==> src/rtl/core/small_int_alu_with_fallback_assert.svh <==
// assertion macros for the small-int alu
// used by the top level only
`ifndef SMALL_INT_ALU_WITH_FALLBACK_ASSERT_SVH
`define SMALL_INT_ALU_WITH_FALLBACK_ASSERT_SVH

// a property that must hold on every edge out of reset
`define SIA_ASSERT(label, prop, msg) \
  label: assert property (@(posedge clk) disable iff (rst) (prop)) else $error(msg);

// an implication whose consequent is checked in the cycle after the antecedent
`define SIA_ASSERT_NEXT(label, ante, cons, msg) \
  label: assert property (@(posedge clk) disable iff (rst) (ante) |=> (cons)) \
    else $error(msg);

`endif

==> src/rtl/core/sia_pkg.sv <==
// shared types, codes and constants for the small-int alu
// no dependencies
`default_nettype none
package sia_pkg;
  localparam int FIELD_BITS = 62;
  localparam int SMALL_INT_BITS_DEF = 62;
  localparam int MAX_SHIFT = 63;
  localparam int STAGES = 64;

  localparam logic [3:0] OP_ADD = 4'd0;
  localparam logic [3:0] OP_SUB = 4'd1;
  localparam logic [3:0] OP_MUL = 4'd2;
  localparam logic [3:0] OP_FDIV = 4'd3;
  localparam logic [3:0] OP_MOD = 4'd4;
  localparam logic [3:0] OP_LSH = 4'd5;
  localparam logic [3:0] OP_RSH = 4'd6;
  localparam logic [3:0] OP_AND = 4'd7;
  localparam logic [3:0] OP_OR = 4'd8;
  localparam logic [3:0] OP_XOR = 4'd9;
  localparam logic [3:0] OP_NEG = 4'd10;
  localparam logic [3:0] OP_POS = 4'd11;
  localparam logic [3:0] OP_INV = 4'd12;

  // token handed from cell to cell; one bit of quotient / product per cell
  typedef struct packed {
    logic        vld;
    logic [3:0]  act;
    logic        ok;
    logic        neg;     // result sign for mul / div
    logic [63:0] a;       // multiplicand or dividend magnitude (shifting)
    logic [63:0] b;       // multiplier or divisor magnitude
    logic [127:0] acc;    // mul: product, div: remainder
    logic [63:0] q;       // quotient bits
    logic [63:0] fast;    // result of ops computed in the entry decode
    logic        bneg;    // divisor negative
  } tok_t;
endpackage
`default_nettype wire

==> src/rtl/core/sia_cell.sv <==
// one cell of the mul/div chain: one multiplier bit or one quotient bit
// depends on sia_pkg
`default_nettype none
module sia_cell #(
  parameter int IDX = 0
) (
  input  wire logic          clk,
  input  wire logic          rst,
  input  wire logic          en,
  input  wire sia_pkg::tok_t din,
  output sia_pkg::tok_t      dout
);
  sia_pkg::tok_t nx;
  logic [64:0] trial;
  logic [127:0] rem;

  always_comb begin
    nx = din;
    rem = {din.acc[126:0], din.a[63]};
    trial = {1'b0, rem[63:0]} - {1'b0, din.b};
    if (din.act == sia_pkg::OP_MUL) begin
      if (din.b[IDX]) nx.acc = din.acc + ({64'd0, din.a} << IDX);
    end else begin
      // restoring division, dividend bit shifted out of a
      nx.a = {din.a[62:0], 1'b0};
      nx.acc = rem;
      nx.q = {din.q[62:0], 1'b0};
      if (rem[127:64] == 64'd0 && !trial[64]) begin
        nx.acc = {64'd0, trial[63:0]};
        nx.q[0] = 1'b1;
      end
    end
  end

  always_ff @(posedge clk) begin
    if (rst) begin
      dout.vld <= 1'b0;
    end else if (en) begin
      dout <= nx;
    end
  end
endmodule
`default_nettype wire

==> config.mk <==
export PLATFORM = sky130hd
export DESIGN_NAME = sia_cell
export DESIGN_NICKNAME = d
export VERILOG_FILES = /design/src/rtl/core/small_int_alu_with_fallback_assert.svh /design/src/rtl/core/sia_pkg.sv /design/src/rtl/core/sia_cell.sv
export SDC_FILE = /design/constraint.sdc
export NUM_CORES = 1
export LEC_CHECK = 0
export BUFFER_PORTS_ARGS = -buffer_cell sky130_fd_sc_hd__buf_2
export CAP_MARGIN = 20
export CORE_AREA = 2 2 304 306
export CTS_CLUSTER_DIAMETER = 60
export DETAILED_ROUTE_END_ITERATION = 8
export DIE_AREA = 0 0 306 308
export GPL_ROUTABILITY_DRIVEN = 0
export HOLD_SLACK_MARGIN = 0.02
export SKIP_LAST_GASP = 1
export SLEW_MARGIN = 20
export SYNTH_ARGS = -nofsm -noshare
export SYNTH_HDL_FRONTEND = slang
export SYNTH_SLANG_ARGS = --single-unit
==> constraint.sdc <==
create_clock -name clk -period 21.4 [get_ports clk]
set_input_delay 3.21 -clock clk [delete_from_list [all_inputs] [get_ports clk]]
set_output_delay 3.21 -clock clk [all_outputs]
set_load 0.01 [all_outputs]
==> Yosys cells after proc, flatten, opt, wreduce, memory -nomap -nowiden <==
Cells that the tools add are included.
{ "word_totals": {"reg_bits": 392, "out_inout_bits": 392, "elab_cells": 25} }
{ "op_classes": {"eq_ne": 1, "n_bitwise": 1, "n_addsub": 2, "n_mux": 6, "reduce_logical": 4} }
{ "ops": {"columns": ["op", "n"], "rows": [
  ["128-bit 2-to-1 mux", 3],
  ["128-bit by 64-bit adder with 128-bit output", 1],
  ["64-bit 2-to-1 mux", 2],
  ["64-bit by 64-bit subtractor with 65-bit output", 1],
  ["64-bit zero test", 1],
  ["4-bit by 2-bit equality test with 1-bit output, second input constant", 1],
  ["2-bit AND reduction", 1],
  ["1-bit logical AND", 1],
  ["1-bit zero test", 1],
  ["1-bit 2-to-1 mux", 1],
  ["1-bit inverter", 1]
]} }

==> Longest topological paths before layout <==
{ "depth": {"ltp_word": 5, "ltp_mapped": 16} }

==> Worst setup path before layout <==
No wires, ideal clock.
{ "synth_timing": {"path_type": "in2reg", "start": "input rst", "end": "register dout[0] in the netlist's numbering, enable pin", "arrival_time_ns": 20.475, "slack_ns": -0.281, "cell_stages": 1, "path_buffers": 0, "setup_ns": 1.206, "cell_sequence": "nor2b_1"} }
{ "synth_between": {"elab_chain_len": 2} }
{ "synth_lines": {"columns": ["item", "line_no", "rtl"], "rows": [
  ["start, declared", "sia_cell.sv:8", "input wire logic rst,"],
  ["1-bit inverter (no source line)", null, null],
  ["2-bit AND reduction (no source line)", null, null],
  ["end signal, assigned", "sia_cell.sv:39", "dout <= nx;"],
  ["end, declared", "sia_cell.sv:11", "output sia_pkg::tok_t dout"]
]} }
Every way passes these cells.
A chain may end at the register's enable or synchronous reset.

==> flow_summary.json <==
{
  "outcome": "completed",
  "cp_max_fo": 30,
  "tritoncts": "yes",
  "h-tree-depth": 2,
  "core_area_sq_um": 91000,
  "cap_violations": 0,
  "cts-root-to-sink-buffers": 3,
  "maxSlewViolCount": 0,
  "fp.dieH_um": 308,
  "pwr-share-seq_pct": 38.1,
  "dieArea_sq_um": 94200,
  "yosysSeqAreaShare_pct": 46.4,
  "ctsResizeCount": 0,
  "grt_pass1_wl_um": 158000,
  "antenna_found_initial": 30,
  "hold_class": "reg -> reg",
  "wl_um": 112000,
  "p_switching_w": 0.000768,
  "crit_type": "in -> reg",
  "synth_top_area_cell": "edfxtp_1",
  "ys.flop_type": "edfxtp_1",
  "synth_cells": 2738,
  "drive_gt1_share_pct": 26.7,
  "synth_fa_ha_area_share_pct": 6.48,
  "io_pins": 787,
  "holdBufCountCts": 0,
  "ant_nets": 0,
  "grt_max_degree": 177,
  "syn_avg_cell_area_sq_um": 9.26,
  "path_clk_slew_ns": 0.06,
  "initial_utilization_pct": 27.9,
  "timing.final.crit_period_ns": 7.81,
  "crit_arrival_ns": 8.15,
  "finalNetCount": 3977,
  "die_w_um": 306,
  "dp_hpwl_um": 88500,
  "final_cell_mix": "buf_2 (785), nand2_1 (585), edfxtp_1 (391)",
  "fmaxAchievable_ghz": 0.128,
  "synth-edff-count": 391,
  "synth_nets": 3263,
  "wire_per_inst_um": 23.8,
  "pre_cts_ws_ns": 12.83,
  "synth_compound_area_share_pct": 18.1,
  "overflow": 0,
  "drc": 0,
  "drtIter0Drc": 2724,
  "endpoint_kind": "flip-flop",
  "grt_pass1_vias": 23400,
  "tightestPinTransition_ns": 1.13,
  "swShare_pct": 31.6,
  "synth_area_leaders": "edfxtp_1 (46%), nand2_1 (8.7%), ha_1 (6.3%)",
  "largest_register_ffs": 392,
  "cts_root_buf": "clkbuf_16",
  "crit_required_ns": 21.74,
  "synthDistinctLibCells": 87,
  "first_pass_iters": 6,
  "clock_latency_ns": 0.68,
  "largest-register": "dout",
  "layout-area-overhead-vs-synth_pct": 27.7,
  "yosys_warnings": 0,
  "cts_setup_buffers": 0,
  "skew_ns": 0,
  "p_per_area_nw_per_um2": 75.2,
  "rsz0062_at_grt": "false",
  "final_common_cell": "buf_2",
  "numCtsBuffers": 59,
  "slew_headroom_pct": 25.0,
  "period_share_pct": 36.5,
  "timing.final.ws_setup_ns": 13.59,
  "intPower_w": 0.00166,
  "yosys.area_share.simple_pct": 18.3,
  "setup_viol": 0,
  "p_clk_share_pct": 40.7,
  "viasPerCell": 5.23,
  "port_buffers": 786,
  "power_w": 0.00243,
  "synthMuxAreaShare_pct": 1.98,
  "hold_violations": 0,
  "synth_top_family_by_area": "simple AND/OR/NAND/NOR gates",
  "fin_tns_setup_ns": 0,
  "top_regs": "dout x392",
  "vias": 24600,
  "fin_hold_ws_ns": 0.496,
  "synth-xor-area-share_pct": 4.94,
  "netlist.area_leader.share_pct": 46.3,
  "ys_async_sr_fraction_pct": 0,
  "cp-start-kind": "input pin",
  "peakVddDrop_mv": 0.0653,
  "combPwrFrac_pct": 21.3,
  "num_rows": 111,
  "p_leak_nw": 13.9,
  "grtUsageTotal_pct": 22.6,
  "syn_area_sq_um": 25300,
  "clock-sinks": 392,
  "synth-seq-cells": 392
}
[logic make-up after synthesis]
kind of cell | Yosys count
buffers and inverters | 247
and+or+nand+nor | 1054
DFF | 392
xor gates and xnor gates | 143
muxes | 50
adders and majority gates | 130
AOI/OAI and AO/OA | 722
[critical path, cell delays in order]
cell and delay (ns):
buf_4 0.24, ha_1 0.31, fa_1 0.40, nand2b_1 0.19, a211oi_1 0.42, o211ai_1 0.28, a2111oi_2 0.61, o2111ai_1 0.34
nand4b_1 0.43, a21oi_1 0.19, o21ai_1 0.20, nand2_1 0.26, nor2_1 0.78, a2111oi_0 0.24
[power groups by stage]
stage / registers [W] / logic, W / clock network (W)
CTS: 0.000927 / 0.000515 / 0.00101
global route: 0.000930 / 0.000561 / 0.00104
finish: 0.000926 / 0.000517 / 0.000989
floorplan: 0.000978 / 0.000266 / 0
detailed placement: 0.000942 / 0.000512 / 0
global placement: 0.000941 / 0.000510 / 0
[cells in the mapped netlist, drive strengths merged, types with 12 or more instances]
library cell,number
a21o,87
xnor2,82
o21bai,31
nor2b,19
nand2b,12
inv,93
a211oi,54
nor3,50
nor2,165
edfxtp,391
ha,128
o31ai,17
xor2,61
nand2,585
nor4,30
nand3,66
mux2i,49
clkbuf,132
nand4,70
o21ai,133
buf,22
o21a,18
a31oi,20
a21oi,273
[layout make-up]
type / count / area, sq um
clock inverters: 42 / 465
clock buffers: 67 / 1510
flip-flops and latches: 392 / 11800
well taps: 1186 / 1480
multi-input cells: 2099 / 12600
fillers: 9349 / 58600
repair buffers: 807 / 4130
diodes: 11 / 27.5
inverters: 93 / 349
[final timing paths]
kind | startpoint | end | slack (ns) | cells past startpoint
worst min register to register | dout[391] | dout[391] | 0.50 | 2
worst max register to register | dout[391] | dout[391] | 20.82 | 2
worst min-delay path | dout[391] | dout[391] | 0.50 | 2
worst max-delay path | din[257] | dout[182] | 13.59 | 14
[per-layer routing]
layer	up-vias	global-route usage [%]	share of wire [%]
met5	-	0	0.14
met1	11700	26.1	37
met3	204	5.90	9.3
met2	1190	39.0	49
met4	22	10.1	4.5
li1	11400	-	-
[per-stage QoR]
stage,util [%],cell area [sq um],cells
floorplan,-,25300,2738
global placement,33.4,30400,4577
detailed placement,33.4,30400,4577
CTS,35.6,32300,4686
global route,35.6,32300,4689
finish,35.6,32400,4697
Note: power is estimated with default switching activity, not from simulation.
